`config.mk`:
```
export PLATFORM = sky130hd
export DESIGN_NAME = two_stage_power_averager_core
export DESIGN_NICKNAME = d
export VERILOG_FILES = /design/src/rtl/core/tspa_pkg.sv /design/src/rtl/core/two_stage_power_averager_core.sv /design/src/rtl/core/tspa_chan.sv
export SDC_FILE = /design/constraint.sdc
export NUM_CORES = 1
export LEC_CHECK = 0
export ABC_AREA = 1
export BUFFER_PORTS_ARGS = -buffer_cell sky130_fd_sc_hd__buf_2
export CORE_MARGIN = 8
export CORE_UTILIZATION = 56
export DETAILED_ROUTE_END_ITERATION = 8
export PLACE_DENSITY = 0.76
export SYNTH_ARGS = -nofsm -noshare
export SYNTH_HDL_FRONTEND = slang
export SYNTH_SLANG_ARGS = --single-unit
export TNS_END_PERCENT = 20
```
`constraint.sdc`:
```
create_clock -name aclk -period 5 [get_ports aclk]
set_input_delay 0.5 -clock aclk [delete_from_list [all_inputs] [get_ports aclk]]
set_output_delay 0.5 -clock aclk [all_outputs]
set_load 0.03 [all_outputs]
```
`src/rtl/core/tspa_pkg.sv`:
```
package tspa_pkg;

    // Width of one power reading and of one average
    localparam int SAMPLE_W = 16;

    // Default averaging depths
    localparam int BLOCK_LEN_DEF = 8;
    localparam int SUM_DEPTH_DEF = 8;

    // Reset value of the forward limit
    localparam logic [SAMPLE_W-1:0] FWD_LIMIT_RST = 16'd1000;

    // Per-stage load strobes shared by both channels
    typedef struct packed {
        logic accept;   // stage A: request taken, shift sample line
        logic en_b;     // stage B: load block-sum product
        logic en_c;     // stage C: item moves into quotient stage
        logic wrap_c;   // item entering stage C closes a block
        logic en_d;     // stage D: load average product
    } stage_ctl_t;

endpackage

```
`src/rtl/core/two_stage_power_averager_core.sv`:
```
// Two-stage power averager for a forward and a reflected power channel. Each
// request carries one reading per channel and returns one result with both
// averages and a forward warning. Every BLOCK_LEN-th reading closes a block;
// the average is the sum of the last SUM_DEPTH truncated block means, divided
// by SUM_DEPTH and truncated, with all history zero after reset. The core
// takes one request per clock while the result side does not stall; each
// request runs through a sample stage, a block-division multiply, a quotient
// accumulate, an average-division multiply and the result register. A stall
// on the result side holds the whole pipeline. The forward limit resets to
// 1000 and is rewritten through cfg_we / cfg_wdata, which the user must do
// only while the core is idle; the core itself does not enforce this.
module two_stage_power_averager_core #(
    parameter int BLOCK_LEN = tspa_pkg::BLOCK_LEN_DEF,
    parameter int SUM_DEPTH = tspa_pkg::SUM_DEPTH_DEF
) (
    input  logic        aclk,
    input  logic        aresetn,
    input  logic        cfg_we,
    input  logic [15:0] cfg_wdata,   // forward_limit
    input  logic        s_tvalid,
    output logic        s_tready,
    input  logic [31:0] s_tdata,     // [15:0] forward_sample, [31:16] reflected_sample
    output logic        m_tvalid,
    input  logic        m_tready,
    output logic [39:0] m_tdata      // [15:0] forward_average,
                                     // [31:16] reflected_average,
                                     // [32] forward_warning, [39:33] zero
);

    localparam int SW    = tspa_pkg::SAMPLE_W;
    localparam int CNT_W = $clog2(BLOCK_LEN);
    localparam logic [CNT_W-1:0] POS_LAST = CNT_W'(BLOCK_LEN - 1);

    logic                 adv;
    logic                 s_accept;
    logic                 wrap_in;
    logic [CNT_W-1:0]     pos_reg;
    logic [CNT_W-1:0]     pos_next;
    logic                 a_valid_reg;
    logic                 a_wrap_reg;
    logic                 b_valid_reg;
    logic                 b_wrap_reg;
    logic                 c_valid_reg;
    logic                 d_valid_reg;
    logic                 m_valid_reg;
    logic [SW-1:0]        m_fwd_reg;
    logic [SW-1:0]        m_ref_reg;
    logic                 m_warn_reg;
    logic [SW-1:0]        limit_reg;
    logic [SW-1:0]        fwd_avg;
    logic [SW-1:0]        ref_avg;
    tspa_pkg::stage_ctl_t ctl;

    // Pipeline moves whenever the result register is free or drained
    assign adv      = !m_valid_reg || m_tready;
    assign s_tready = adv;
    assign s_accept = s_tvalid && adv;
    assign wrap_in  = (pos_reg == POS_LAST);
    assign pos_next = wrap_in ? '0 : pos_reg + CNT_W'(1);

    // Hold the forward limit
    always_ff @(posedge aclk) begin
        if (!aresetn) begin
            limit_reg <= tspa_pkg::FWD_LIMIT_RST;
        end else if (cfg_we) begin
            limit_reg <= cfg_wdata;
        end
    end

    // Advance the position inside the current block
    always_ff @(posedge aclk) begin
        if (!aresetn) begin
            pos_reg <= '0;
        end else if (s_accept) begin
            pos_reg <= pos_next;
        end
    end

    // Stage valid flags
    always_ff @(posedge aclk) begin
        if (!aresetn) begin
            a_valid_reg <= 1'b0;
            b_valid_reg <= 1'b0;
            c_valid_reg <= 1'b0;
            d_valid_reg <= 1'b0;
            m_valid_reg <= 1'b0;
        end else if (adv) begin
            a_valid_reg <= s_tvalid;
            b_valid_reg <= a_valid_reg;
            c_valid_reg <= b_valid_reg;
            d_valid_reg <= c_valid_reg;
            m_valid_reg <= d_valid_reg;
        end
    end

    // Carry the block-close flag alongside the request
    always_ff @(posedge aclk) begin
        if (adv) begin
            a_wrap_reg <= wrap_in;
            b_wrap_reg <= a_wrap_reg;
        end
    end

    always_comb begin
        ctl.accept  = s_accept;
        ctl.en_b    = adv && a_valid_reg;
        ctl.en_c    = adv && b_valid_reg;
        ctl.wrap_c  = b_wrap_reg;
        ctl.en_d    = adv && c_valid_reg;
    end

    tspa_chan #(
        .BLOCK_LEN (BLOCK_LEN),
        .SUM_DEPTH (SUM_DEPTH)
    ) u_fwd (
        .aclk    (aclk),
        .aresetn (aresetn),
        .ctl     (ctl),
        .sample  (s_tdata[15:0]),
        .average (fwd_avg)
    );

    tspa_chan #(
        .BLOCK_LEN (BLOCK_LEN),
        .SUM_DEPTH (SUM_DEPTH)
    ) u_ref (
        .aclk    (aclk),
        .aresetn (aresetn),
        .ctl     (ctl),
        .sample  (s_tdata[31:16]),
        .average (ref_avg)
    );

    // Load the result register and flag a forward overrange
    always_ff @(posedge aclk) begin
        if (adv && d_valid_reg) begin
            m_fwd_reg  <= fwd_avg;
            m_ref_reg  <= ref_avg;
            m_warn_reg <= (fwd_avg > limit_reg);
        end
    end

    assign m_tvalid = m_valid_reg;
    assign m_tdata  = {7'd0, m_warn_reg, m_ref_reg, m_fwd_reg};

    // Block position wraps after its last slot
    a_pos_wrap: assert property (@(posedge aclk) disable iff (!aresetn)
        (s_accept && wrap_in) |=> (pos_reg == '0))
        else $error("block position did not wrap");

    // Accepted request occupies stage A next cycle
    a_stage_a: assert property (@(posedge aclk) disable iff (!aresetn)
        s_accept |=> a_valid_reg)
        else $error("accepted request lost at stage A");

    // Block-close flag follows its request into stage B
    a_wrap_carry: assert property (@(posedge aclk) disable iff (!aresetn)
        (adv && a_valid_reg && a_wrap_reg) |=> (b_valid_reg && b_wrap_reg))
        else $error("block-close flag lost between stages");

    // Item leaving stage D becomes a result
    a_result: assert property (@(posedge aclk) disable iff (!aresetn)
        (adv && d_valid_reg) |=> m_valid_reg)
        else $error("finished item did not reach the result register");

endmodule

```
`src/rtl/core/tspa_chan.sv`:
```
module tspa_chan #(
    parameter int BLOCK_LEN = tspa_pkg::BLOCK_LEN_DEF,
    parameter int SUM_DEPTH = tspa_pkg::SUM_DEPTH_DEF
) (
    input  logic                          aclk,
    input  logic                          aresetn,
    input  tspa_pkg::stage_ctl_t          ctl,
    input  logic [tspa_pkg::SAMPLE_W-1:0] sample,
    output logic [tspa_pkg::SAMPLE_W-1:0] average
);

    localparam int SW = tspa_pkg::SAMPLE_W;

    // Block sum: up to BLOCK_LEN full-scale readings
    localparam int BL_LOG  = $clog2(BLOCK_LEN);
    localparam int TW      = SW + BL_LOG;
    localparam int B_SHIFT = TW + BL_LOG;
    localparam int B_MUL_W = TW + 2;
    localparam logic [B_MUL_W-1:0] B_MUL =
        B_MUL_W'(((64'd1 << B_SHIFT) / BLOCK_LEN) + 64'd1);
    localparam int B_PROD_W = TW + B_MUL_W;

    // Quotient total: up to SUM_DEPTH full-scale quotients
    localparam int SD_LOG  = $clog2(SUM_DEPTH);
    localparam int QW      = SW + SD_LOG;
    localparam int D_SHIFT = QW + SD_LOG;
    localparam int D_MUL_W = QW + 2;
    localparam logic [D_MUL_W-1:0] D_MUL =
        D_MUL_W'(((64'd1 << D_SHIFT) / SUM_DEPTH) + 64'd1);
    localparam int D_PROD_W = QW + D_MUL_W;

    logic [SW-1:0]       smp_reg [BLOCK_LEN];
    logic [TW-1:0]       tot_reg;
    logic [TW-1:0]       tot_next;
    logic [TW-1:0]       a_total_reg;
    logic [B_PROD_W-1:0] b_prod_reg;
    logic [SW-1:0]       q_new;
    logic [SW-1:0]       qline_reg [SUM_DEPTH];
    logic [QW-1:0]       qtot_reg;
    logic [QW-1:0]       qtot_next;
    logic [D_PROD_W-1:0] d_prod_reg;

    // Running sum of the last BLOCK_LEN readings
    assign tot_next = tot_reg + TW'(sample) - TW'(smp_reg[BLOCK_LEN-1]);

    // Advance the sample line and its running sum
    always_ff @(posedge aclk) begin
        if (!aresetn) begin
            for (int i = 0; i < BLOCK_LEN; i++) begin
                smp_reg[i] <= '0;
            end
            tot_reg <= '0;
        end else if (ctl.accept) begin
            smp_reg[0] <= sample;
            for (int i = 1; i < BLOCK_LEN; i++) begin
                smp_reg[i] <= smp_reg[i-1];
            end
            tot_reg <= tot_next;
        end
    end

    // Hold the block sum seen before this reading enters
    always_ff @(posedge aclk) begin
        if (ctl.accept) begin
            a_total_reg <= tot_reg;
        end
    end

    // Divide the block sum by BLOCK_LEN through its reciprocal
    always_ff @(posedge aclk) begin
        if (ctl.en_b) begin
            b_prod_reg <= B_PROD_W'(a_total_reg) * B_PROD_W'(B_MUL);
        end
    end

    assign q_new     = b_prod_reg[B_SHIFT +: SW];
    assign qtot_next = qtot_reg + QW'(q_new) - QW'(qline_reg[SUM_DEPTH-1]);

    // Retire the oldest block quotient and take in the new one
    always_ff @(posedge aclk) begin
        if (!aresetn) begin
            for (int i = 0; i < SUM_DEPTH; i++) begin
                qline_reg[i] <= '0;
            end
            qtot_reg <= '0;
        end else if (ctl.en_c && ctl.wrap_c) begin
            qline_reg[0] <= q_new;
            for (int i = 1; i < SUM_DEPTH; i++) begin
                qline_reg[i] <= qline_reg[i-1];
            end
            qtot_reg <= qtot_next;
        end
    end

    // Divide the quotient total by SUM_DEPTH through its reciprocal
    always_ff @(posedge aclk) begin
        if (ctl.en_d) begin
            d_prod_reg <= D_PROD_W'(qtot_reg) * D_PROD_W'(D_MUL);
        end
    end

    assign average = d_prod_reg[D_SHIFT +: SW];

endmodule
```
# After elaboration in Yosys (flattened, before gate mapping)
# Memories as Yosys holds them, arrays and structs flattened.
# Index checks and enable logic that the tools add are counted.
[word_totals]
word_cells = 121
mem_count = 4
out_inout_bits = 42
register_bits = 325
ramBits = 512
in_bits = 53
[op_classes]
reduce_logical = 8
n_lt_le_gt_ge = 1
multipliers = 4
add_sub_neg = 9
mux = 40
n_bitwise = 32
eq_ne = 1
[mem_list]
columns = ["name", "words", "word_bits", "read_ports", "rd_clocked_by_memory_dff", "wr", "line", "rtl"]
rows = [
  ["u_fwd.qline_reg", 8, 16, 8, 0, 8, "tspa_chan.sv:38", "logic [SW-1:0] qline_reg [SUM_DEPTH];"],
  ["u_fwd.smp_reg", 8, 16, 8, 0, 8, "tspa_chan.sv:32", "logic [SW-1:0] smp_reg [BLOCK_LEN];"],
  ["u_ref.qline_reg", 8, 16, 8, 0, 8, "tspa_chan.sv:38", ""],
  ["u_ref.smp_reg", 8, 16, 8, 0, 8, "tspa_chan.sv:32", ""],
]
[ops]
columns = ["cell", "n"]
rows = [
  ["$mux W16", 32],
  ["$mul A19 B20 Y38 const B", 4],
  ["$add A19 B16 Y19", 4],
  ["$sub A19 B16 Y19", 4],
  ["$or A1 B1 Y1", 32],
  ["$gt A16 B16 Y1", 1],
  ["$mux W1", 7],
  ["$logic_and A1 B1 Y1", 6],
  ["$add A3 B1 Y3 const B", 1],
  ["$eq A3 B3 Y1 const B", 1],
  ["$mux W3", 1],
  ["$logic_not A1 Y1", 1],
  ["$logic_or A1 B1 Y1", 1],
]

# Logic depth before layout (Yosys ltp)
# Gate-level depths: netlist of the first run.
[depth]
ltp_word = 8
depth_mapped = 16
depth_no_buf = 16

# By module
# Synthesis of the first run repeated with hierarchy kept, for this count alone.
[unflattened]
cells_unflattened = 3215
hier_area_um2 = 33215.6
[by_module_without_submodules]
columns = ["mod", "seq_area_each_um2", "n_inst", "area_each_um2", "cells_each"]
rows = [
  ["tspa_chan (u_ref)", 9889.5, 1, 15429.8, 1502],
  ["tspa_chan (u_fwd)", 9889.5, 1, 15394.8, 1502],
  ["two_stage_power_averager_core", 1531.5, 1, 2391.0, 211],
]

# Least setup slack after synthesis of the first run
# OpenSTA, ideal clock, no wires.
[synth_path]
path_type = "input port to flip-flop"
start = "input port m_tready"
end = "memory u_fwd.smp_reg[0][0] in the netlist's numbering, enable pin"
path_buffers = 1
path_stages = 7
setup_slack_ps = 180
arrival_ps = 4313
setup_time_ps = 507
required_time_ps = 4493
path_cell_list = "inv_1 > nand2_4 > inv_4 > nor2_8 > nor2_2 > inv_2 > buf_2"
[synth_rtl]
columns = ["item", "line", "rtl"]
rows = [
  ["start, declared", "two_stage_power_averager_core.sv:24", "input logic m_tready,"],
  ["end, declared", "tspa_chan.sv:32", ""],
]

==> metrics.txt, run 1 <==
# TYPE chip_impl_metric gauge
chip_impl_metric{name="post-dp-hpwl",unit="mm"} 35.9
chip_impl_metric{name="grt_use_total",unit="%"} 16.5
chip_impl_metric{name="yosysSeqAreaShare",unit="%"} 64.3
chip_impl_info{name="crit_start",value="m_tvalid"} 1
chip_impl_metric{name="clk_pin_slew_worst_paths",unit="ns"} 0.06
chip_impl_metric{name="numCtsBuffers",unit=""} 76
chip_impl_metric{name="via_count_of_the_first_global_routing_pass",unit=""} 19215
chip_impl_metric{name="min_path_cells",unit=""} 3
chip_impl_info{name="main_combinational_cell_family_by_area_after_synthesis",value="simple AND/OR/NAND/NOR gates"} 1
chip_impl_metric{name="netlist_area",unit="um2"} 33100
chip_impl_metric{name="route.detailed.wl_per_inst",unit="um"} 13.3
chip_impl_metric{name="fp.coreArea",unit="um2"} 58800
chip_impl_metric{name="synthesis.yosys.warnings",unit=""} 0
chip_impl_metric{name="hold_viol_final",unit=""} 0
chip_impl_metric{name="post_drt_via_cell_ratio",unit=""} 4.74
chip_impl_metric{name="place_inst",unit=""} 3989
chip_impl_info{name="grt_most_used_layer",value="met2"} 1
chip_impl_metric{name="worst_setup_slack_after_placement",unit="ns"} 1.52
chip_impl_metric{name="fmax",unit="MHz"} 316
chip_impl_metric{name="initial_utilization",unit="%"} 56.3
chip_impl_metric{name="timing_max_transition_violations_final",unit=""} 0
chip_impl_metric{name="antenna_found_initial",unit=""} 1
chip_impl_metric{name="grt_pass1_wl",unit="mm"} 91.3
chip_impl_metric{name="die_height",unit="um"} 259
chip_impl_info{name="cts.root.buffer_cell",value="sky130_fd_sc_hd__clkbuf_16"} 1
chip_impl_info{name="run_status",value="finished clean"} 1
chip_impl_metric{name="pwr_density_cell",unit="nW/um2"} 442
chip_impl_metric{name="globalRouteMet2Util",unit="%"} 27.1
chip_impl_info{name="crit_path_top_delay_cell",value="sky130_fd_sc_hd__inv_8"} 1
chip_impl_metric{name="ir_drop",unit="uV"} 411
chip_impl_metric{name="via_count",unit=""} 19592
chip_impl_info{name="final_cell_mix",value="sky130_fd_sc_hd__inv_1 (845), sky130_fd_sc_hd__edfxtp_1 (643), sky130_fd_sc_hd__nand2_1 (522)"} 1
chip_impl_metric{name="fin_tns_setup",unit="ns"} 0
chip_impl_metric{name="worst_reg2reg_path_depth",unit=""} 6
chip_impl_metric{name="simple_gate_area_share_of_the_yosys_netlist",unit="%"} 13.7
chip_impl_metric{name="synthXorXnorAreaFrac",unit="%"} 0.212
chip_impl_info{name="mostFrequentLayoutCell",value="sky130_fd_sc_hd__inv_1"} 1
chip_impl_metric{name="clock_tree.htree_level_count",unit=""} 3
chip_impl_metric{name="postCtsSetupRepairBufs",unit=""} 0
chip_impl_metric{name="routed_wl",unit="mm"} 54.9
chip_impl_metric{name="worst_skew_pair_later_pin_latency",unit="ns"} 0.60
chip_impl_metric{name="timing.critical_path.fanout_max",unit=""} 151
chip_impl_metric{name="rows",unit=""} 89
chip_impl_metric{name="critical_path_arrival",unit="ns"} 3.43
chip_impl_metric{name="postSynthRegisterBits",unit=""} 743
chip_impl_metric{name="drt_pass1_iterations",unit=""} 5
chip_impl_metric{name="worst_clock_skew",unit="ns"} 0.0201
chip_impl_metric{name="final_cell_count_no_fill",unit=""} 4129
chip_impl_metric{name="layout_worst_path_cycle_share",unit="%"} 63.4
chip_impl_metric{name="synth_area_in_compound_gates",unit="%"} 3.37
chip_impl_metric{name="cts_resized",unit=""} 0
chip_impl_metric{name="postRouteAntennaNets",unit=""} 0
chip_impl_metric{name="totalPowerFinal",unit="mW"} 16.3
chip_impl_metric{name="numPortBuffers",unit=""} 87
chip_impl_info{name="crit_path_cell_trace",value="nand2_4 > inv_4 > nor2_8 > nor2_2 > inv_8 > buf_4"} 1
chip_impl_metric{name="delay_of_the_slowest_cell_on_the_worst_path",unit="ns"} 0.75
chip_impl_metric{name="post_synth_fa_ha_maj_area_fraction",unit="%"} 7.42
chip_impl_metric{name="cp.required",unit="ns"} 5.26
chip_impl_metric{name="grt_remaining_overflow",unit=""} 0
chip_impl_metric{name="post_synth_mux_area_share",unit="%"} 0
chip_impl_info{name="timing.hold.worst.class",value="primary input to flip-flop"} 1
chip_impl_metric{name="slew_of_the_pin_with_the_lowest_slew_margin",unit="ns"} 1.04
chip_impl_metric{name="drt_iter0_drc",unit=""} 1284
chip_impl_info{name="clock_tree_from_tritoncts",value="yes"} 1
chip_impl_metric{name="groute.layer.met3.usage",unit="%"} 3.27
chip_impl_metric{name="postSynthAreaPerCell",unit="um2"} 10.4
chip_impl_metric{name="setup_viol_count_final",unit=""} 0
chip_impl_metric{name="groute.layer.met1.usage",unit="%"} 22.5
chip_impl_metric{name="post_route_drc",unit=""} 0
chip_impl_info{name="timing.hold.worst.start",value="cfg_wdata[3]"} 1
chip_impl_metric{name="synth_to_layout_area_growth",unit="%"} 11.1
chip_impl_metric{name="bufs_on_longest_clock_path",unit=""} 3
chip_impl_metric{name="leakagePower",unit="nW"} 17.0
chip_impl_metric{name="finalCriticalPeriod",unit="ns"} 3.17
chip_impl_info{name="timing.critical_path.from_type",value="flip-flop"} 1
chip_impl_info{name="path_class",value="flip-flop to flip-flop"} 1
chip_impl_metric{name="finish.net_count",unit=""} 3505
chip_impl_metric{name="yosysUniqueCellTypes",unit=""} 39
chip_impl_metric{name="design.die.area",unit="um2"} 67200
chip_impl_metric{name="grt_start_max_net_pins",unit=""} 152
chip_impl_metric{name="final.setup.worst_slack",unit="ns"} 1.83
chip_impl_metric{name="final_layout_size_suffix_gt1_share",unit="%"} 6.97
chip_impl_metric{name="gp_routability_congestion",unit=""} 0.854
chip_impl_metric{name="cts.hold.buffers_added",unit=""} 0
chip_impl_info{name="r2r_start",value="m_tvalid"} 1
chip_impl_metric{name="postSynthCellCount",unit=""} 3189
chip_impl_info{name="grt_setup_unrepaired",value="false"} 1
chip_impl_metric{name="max_cap_viol_count",unit=""} 0
chip_impl_metric{name="clock_sinks",unit=""} 743
chip_impl_metric{name="top_level_ports",unit=""} 95
chip_impl_metric{name="slew-limit-headroom",unit="%"} 30.4
chip_impl_info{name="crit_path_end_kind",value="flip-flop"} 1
chip_impl_metric{name="hold_ws",unit="ns"} 0.112
chip_impl_metric{name="floorplan.die.width",unit="um"} 259
==> area by class of cell <==
type | instances | area [um2]
Fill cell | 4609 | 22000
Clock buffer | 103 | 2170
Antenna cell | 1 | 2.50
Tap cell | 773 | 967
Inverter | 852 | 3210
Sequential cell | 743 | 21300
Timing Repair Buffer | 102 | 576
Multi-Input combinational cell | 1519 | 8240
Clock inverter | 36 | 352
==> layer usage <==
layer | share of wire, % | up-vias | routed length [um]
met5 | 0 | - | 0
met4 | 2.1 | 0 | 1140
met3 | 5.2 | 94 | 2830
met2 | 47 | 326 | 25600
met1 | 46 | 9096 | 25400
li1 | - | 10076 | -
==> kinds of logic after synthesis <==
kind of cell               count (synthesis)
DFF                                      743
adders and majority gates                158
xor gates and xnor gates                   8
buffers and inverters                    933
and+or+nand+nor                         1133
AOI/OAI and AO/OA                        213
other                                      1
==> synthesized netlist by cell type <==
master,n,area [um2]
sky130_fd_sc_hd__a21o_1,1,7.51
sky130_fd_sc_hd__fa_1,64,1280
sky130_fd_sc_hd__xor2_1,6,52.6
sky130_fd_sc_hd__inv_2,6,22.5
sky130_fd_sc_hd__nor3b_1,1,7.51
sky130_fd_sc_hd__nand2_1,523,1960
sky130_fd_sc_hd__o21bai_1,2,15.0
sky130_fd_sc_hd__nor2_2,1,6.26
sky130_fd_sc_hd__o21a_1,1,7.51
sky130_fd_sc_hd__nor4_1,1,6.26
sky130_fd_sc_hd__edfxtp_1,643,19300
sky130_fd_sc_hd__o31ai_1,1,7.51
sky130_fd_sc_hd__nor3_1,8,40.0
sky130_fd_sc_hd__a22o_1,4,35.0
sky130_fd_sc_hd__nand2_2,1,6.26
sky130_fd_sc_hd__inv_1,845,3170
sky130_fd_sc_hd__nor2_1,470,1760
sky130_fd_sc_hd__inv_4,1,6.26
sky130_fd_sc_hd__clkbuf_1,6,22.5
sky130_fd_sc_hd__o22ai_1,17,106
sky130_fd_sc_hd__nor2_8,1,20.0
sky130_fd_sc_hd__o21ai_1,7,35.0
sky130_fd_sc_hd__nand2_4,3,33.8
sky130_fd_sc_hd__conb_1,1,3.75
sky130_fd_sc_hd__nand4_1,2,12.5
sky130_fd_sc_hd__nor2_4,1,11.3
sky130_fd_sc_hd__o21ai_0,80,400
sky130_fd_sc_hd__a21oi_1,99,495
sky130_fd_sc_hd__buf_4,18,135
sky130_fd_sc_hd__buf_1,1,3.75
sky130_fd_sc_hd__nand3b_1,16,120
sky130_fd_sc_hd__and2_1,8,50.1
sky130_fd_sc_hd__or2_2,1,6.26
sky130_fd_sc_hd__xnor2_1,2,17.5
sky130_fd_sc_hd__dfxtp_1,100,2000
sky130_fd_sc_hd__buf_2,56,280
sky130_fd_sc_hd__nand3_1,96,480
sky130_fd_sc_hd__ha_1,94,1180
sky130_fd_sc_hd__a31oi_1,1,6.26
==> path summary, 6_finish.rpt <==
| check | to | slack, ns |
|---|---|---|
| max reg2reg | u_ref.smp_reg[0][20] | 1.83 |
| max | u_ref.smp_reg[0][20] | 1.83 |
| min | limit_reg[3] | 0.11 |
| min reg2reg | m_ref_reg[0] | 0.42 |
==> power breakdown <==
part / leakage, nW / internal, mW / switching (mW)
clock network: 1.23 / 3.32 / 2.30
registers: 7.55 / 7.28 / 0.210
logic: 8.23 / 1.08 / 2.11
total: 17.0 / 11.7 / 4.61
==> metrics by stage <==
| step | instance area [um2] | util (%) |
|---|---|---|
| CTS | 36800 | 62.6 |
| global route | 36800 | 62.6 |
| floorplan | 33200 | - |
| detailed placement | 34300 | 58.3 |
| global placement | 34300 | 58.3 |
| finish | 36800 | 62.6 |
==> critical path: cells and delay by family (launching register included) <==
family                 cells  cell delay [ns]
buffers and inverters      3             1.37
and+or+nand+nor            3             0.96
DFF                        1             0.33
Power figures use the tool's default switching activity.
==> inputs of run 2 (changes only) <==
==> constraint.sdc (replaced) <==
create_clock -name aclk -period 2.6 [get_ports aclk]
set_input_delay 0.26 -clock aclk [delete_from_list [all_inputs] [get_ports aclk]]
set_output_delay 0.26 -clock aclk [all_outputs]
set_load 0.03 [all_outputs]
==> run 2 against run 1 <==
  * Register-to-register slack got worse by 1.6 ns
  * Maximum frequency grew 32%
  * Clock-buffer cell count grew 2
  * Sequential share of layout area shrank 1.1 points
  * Non-clock buffer count is 54 higher
  * Critical path depth up 10
  * Via count increased by 0.95%
  * Sequential power grew 92%
  * Die area did not move
  * Design area grew 2.0%
  * Utilization grew 1.2 points
  * Final cell count grew 1.3%
  * Critical endpoint is now u_fwd.qtot_reg[16]
  * Largest power group unchanged
==> metrics.txt, run 2 (synthesized netlist as in run 1, its figures left out) <==
# TYPE chip_impl_metric gauge
chip_impl_info{name="timing.hold.worst.class",value="primary input to flip-flop"} 1
chip_impl_metric{name="final_cell_count_no_fill",unit=""} 4183
chip_impl_metric{name="power.internal",unit="mW"} 22.8
chip_impl_metric{name="finalCriticalPeriod",unit="ns"} 2.41
chip_impl_metric{name="hold_viol_final",unit=""} 0
chip_impl_metric{name="rows",unit=""} 89
chip_impl_info{name="final_cell_mix",value="sky130_fd_sc_hd__inv_1 (843), sky130_fd_sc_hd__edfxtp_1 (643), sky130_fd_sc_hd__nand2_1 (522)"} 1
chip_impl_metric{name="clock_power_share",unit="%"} 35.1
chip_impl_info{name="r2r_end",value="u_fwd.qtot_reg[16]"} 1
chip_impl_metric{name="switching_part_of_the_total",unit="%"} 28.2
chip_impl_metric{name="hold_ws",unit="ns"} 0.0264
chip_impl_metric{name="route.detailed.wl_per_inst",unit="um"} 13.3
chip_impl_metric{name="post_route_drc",unit=""} 0
chip_impl_info{name="crit_path_cell_trace",value="inv_2 > ha_1 > inv_1 > ha_1 > inv_1 > fa_1 > inv_1 > nand3_1 > nand3_1 > nand2_1 > nand2_1 > nand2_1 > nand2_1 > nand2_1 > nand3_1 > nand2_1"} 1
chip_impl_metric{name="dp_area",unit="um2"} 34600
chip_impl_metric{name="design.die.area",unit="um2"} 67200
chip_impl_metric{name="timing_max_transition_violations_final",unit=""} 0
chip_impl_info{name="crit_path_end_kind",value="flip-flop"} 1
chip_impl_metric{name="r2r_slack",unit="ns"} 0.19
chip_impl_metric{name="post-dp-hpwl",unit="mm"} 36.9
chip_impl_metric{name="p_comb_share",unit="%"} 19.6
chip_impl_metric{name="grt_use_total",unit="%"} 16.9
chip_impl_metric{name="fmax",unit="MHz"} 415
chip_impl_metric{name="post_drt_via_cell_ratio",unit=""} 4.73
chip_impl_metric{name="worst_skew_pair_later_pin_latency",unit="ns"} 0.61
chip_impl_metric{name="drt_iter0_drc",unit=""} 1291
chip_impl_info{name="crit_path_top_delay_cell",value="sky130_fd_sc_hd__fa_1"} 1
chip_impl_metric{name="worst_setup_slack_after_placement",unit="ns"} 0.192
chip_impl_metric{name="clock_tree.htree_level_count",unit=""} 3
chip_impl_metric{name="slew-limit-headroom",unit="%"} 63.0
chip_impl_metric{name="synth_to_layout_area_growth",unit="%"} 13.3
chip_impl_metric{name="cp.required",unit="ns"} 3.09
chip_impl_metric{name="layout_worst_path_cycle_share",unit="%"} 92.6
chip_impl_metric{name="power.share.sequential",unit="%"} 45.3
chip_impl_metric{name="routed_wl",unit="mm"} 55.6
chip_impl_metric{name="final.setup.worst_slack",unit="ns"} 0.191
chip_impl_metric{name="numPortBuffers",unit=""} 87
chip_impl_metric{name="postCtsSetupRepairBufs",unit=""} 0
chip_impl_metric{name="totalPowerFinal",unit="mW"} 31.8
chip_impl_info{name="crit_start",value="u_fwd.b_prod_reg[22]"} 1
chip_impl_info{name="grt_setup_unrepaired",value="false"} 1
chip_impl_metric{name="worst_reg2reg_path_depth",unit=""} 16
chip_impl_metric{name="delay_of_the_slowest_cell_on_the_worst_path",unit="ns"} 0.40
chip_impl_metric{name="postRouteAntennaNets",unit=""} 0
chip_impl_metric{name="antenna-diode-count",unit=""} 0
chip_impl_info{name="worst_setup_path_endpoint",value="u_fwd.qtot_reg[16]"} 1
chip_impl_metric{name="stdcell_area",unit="um2"} 37500
chip_impl_metric{name="fin_tns_setup",unit="ns"} 0
chip_impl_metric{name="clock_sinks",unit=""} 743
chip_impl_metric{name="bufs_on_longest_clock_path",unit=""} 3
chip_impl_info{name="clock_tree_from_tritoncts",value="yes"} 1
chip_impl_metric{name="final_layout_size_suffix_gt1_share",unit="%"} 7.57
chip_impl_metric{name="antenna_found_initial",unit=""} 0
chip_impl_metric{name="via_count_of_the_first_global_routing_pass",unit=""} 19578
chip_impl_metric{name="via_count",unit=""} 19779
chip_impl_metric{name="grt_pass1_wl",unit="mm"} 93.6
chip_impl_info{name="crit_top_cell",value="sky130_fd_sc_hd__nand2_1"} 1
chip_impl_metric{name="max_cap_viol_count",unit=""} 0
chip_impl_metric{name="grt_remaining_overflow",unit=""} 0
chip_impl_info{name="path_class",value="flip-flop to flip-flop"} 1
chip_impl_info{name="run_status",value="finished clean"} 1
chip_impl_info{name="timing.critical_path.from_type",value="flip-flop"} 1
chip_impl_metric{name="multi_input_comb_area",unit="um2"} 8250
chip_impl_metric{name="p_switching",unit="mW"} 8.95
chip_impl_metric{name="slew_of_the_pin_with_the_lowest_slew_margin",unit="ns"} 0.554
chip_impl_metric{name="worst_clock_skew",unit="ns"} 0.0232
chip_impl_metric{name="clk_pin_slew_worst_paths",unit="ns"} 0.06
chip_impl_metric{name="leakagePower",unit="nW"} 17.4
chip_impl_metric{name="area.sequential",unit="um2"} 21300
chip_impl_metric{name="timing.critical_path.fanout_max",unit=""} 4
chip_impl_metric{name="pwr_density_cell",unit="nW/um2"} 846
chip_impl_info{name="mostFrequentLayoutCell",value="sky130_fd_sc_hd__inv_1"} 1
chip_impl_metric{name="initial_utilization",unit="%"} 56.3
chip_impl_metric{name="grt_start_max_net_pins",unit=""} 98
chip_impl_metric{name="gp_routability_congestion",unit=""} 0.877
chip_impl_metric{name="setup_viol_count_final",unit=""} 0
chip_impl_metric{name="final.fill_count",unit=""} 4526
chip_impl_metric{name="fp.coreArea",unit="um2"} 58800
chip_impl_metric{name="critical_path_arrival",unit="ns"} 2.90
chip_impl_info{name="r2r_start",value="u_fwd.b_prod_reg[22]"} 1
chip_impl_metric{name="final_core_util",unit="%"} 63.9
chip_impl_metric{name="ir_drop",unit="uV"} 652
chip_impl_metric{name="numCtsBuffers",unit=""} 76
chip_impl_metric{name="place_inst",unit=""} 4009
chip_impl_info{name="cts.root.buffer_cell",value="sky130_fd_sc_hd__clkbuf_16"} 1
chip_impl_metric{name="floorplan.die.width",unit="um"} 259
chip_impl_metric{name="top_level_ports",unit=""} 95
chip_impl_metric{name="finish.net_count",unit=""} 3559
chip_impl_metric{name="die_height",unit="um"} 259
chip_impl_metric{name="drt_pass1_iterations",unit=""} 5
==> run 2: worst min path at each step <==
stage | from | endpoint | slack, ns | cells past startpoint
floorplan | cfg_we | limit_reg[3] | 0.38 | 2
global placement | u_ref.d_prod_reg[33] | m_ref_reg[11] | 0.40 | 0
detailed placement | u_ref.d_prod_reg[33] | m_ref_reg[11] | 0.40 | 0
CTS | s_tdata[27] | u_ref.smp_reg[0][11] | 0.0007 | 3
global route | cfg_we | limit_reg[3] | 0.01 | 2
finish | s_tdata[8] | u_fwd.smp_reg[0][8] | 0.03 | 3
==> run 2: layout make-up <==
cell class / count / area share [%]
sequential: 743 / 56.8
timing repair buffer: 156 / 3.21
clock inverter: 35 / 1.37
tap: 773 / 2.58
clock buffer: 105 / 5.57
inverter: 852 / 8.54
multi-input combinational: 1519 / 22.0
==> run 2: layer usage <==
layer / vias up / track usage (%) / part of all wire, %
met5: - / 0 / 0
met2: 334 / 27.0 / 46
met4: 0 / 4.43 / 2.0
met1: 9170 / 23.8 / 48
li1: 10189 / - / -
met3: 86 / 3.15 / 4.5
==> run 2: critical path, delay by kind of cell, from the launching register on <==
family	cells	cell delay, ns
adders and majority gates	3	0.82
and+or+nand+nor	9	0.72
DFF	1	0.39
buffers and inverters	4	0.34
==> run 2: power by group through the flow <==
| stage | Sequential, mW | Combinational, mW | Clock (mW) |
|---|---|---|---|
| final | 14.4 | 6.23 | 11.2 |
| after global routing | 14.5 | 7.29 | 11.9 |
| after CTS | 14.4 | 6.21 | 11.4 |
| after detailed placement | 14.6 | 6.12 | 0 |
| after global placement | 14.6 | 6.00 | 0 |
| after floorplan | 14.5 | 4.77 | 0 |
==> run 2: repair_timing <==
item	in CTS	in global routing
setup endpoints to repair	0	6
hold buffers	34	0
resized for setup	0	7
hold endpoints to repair	35	0
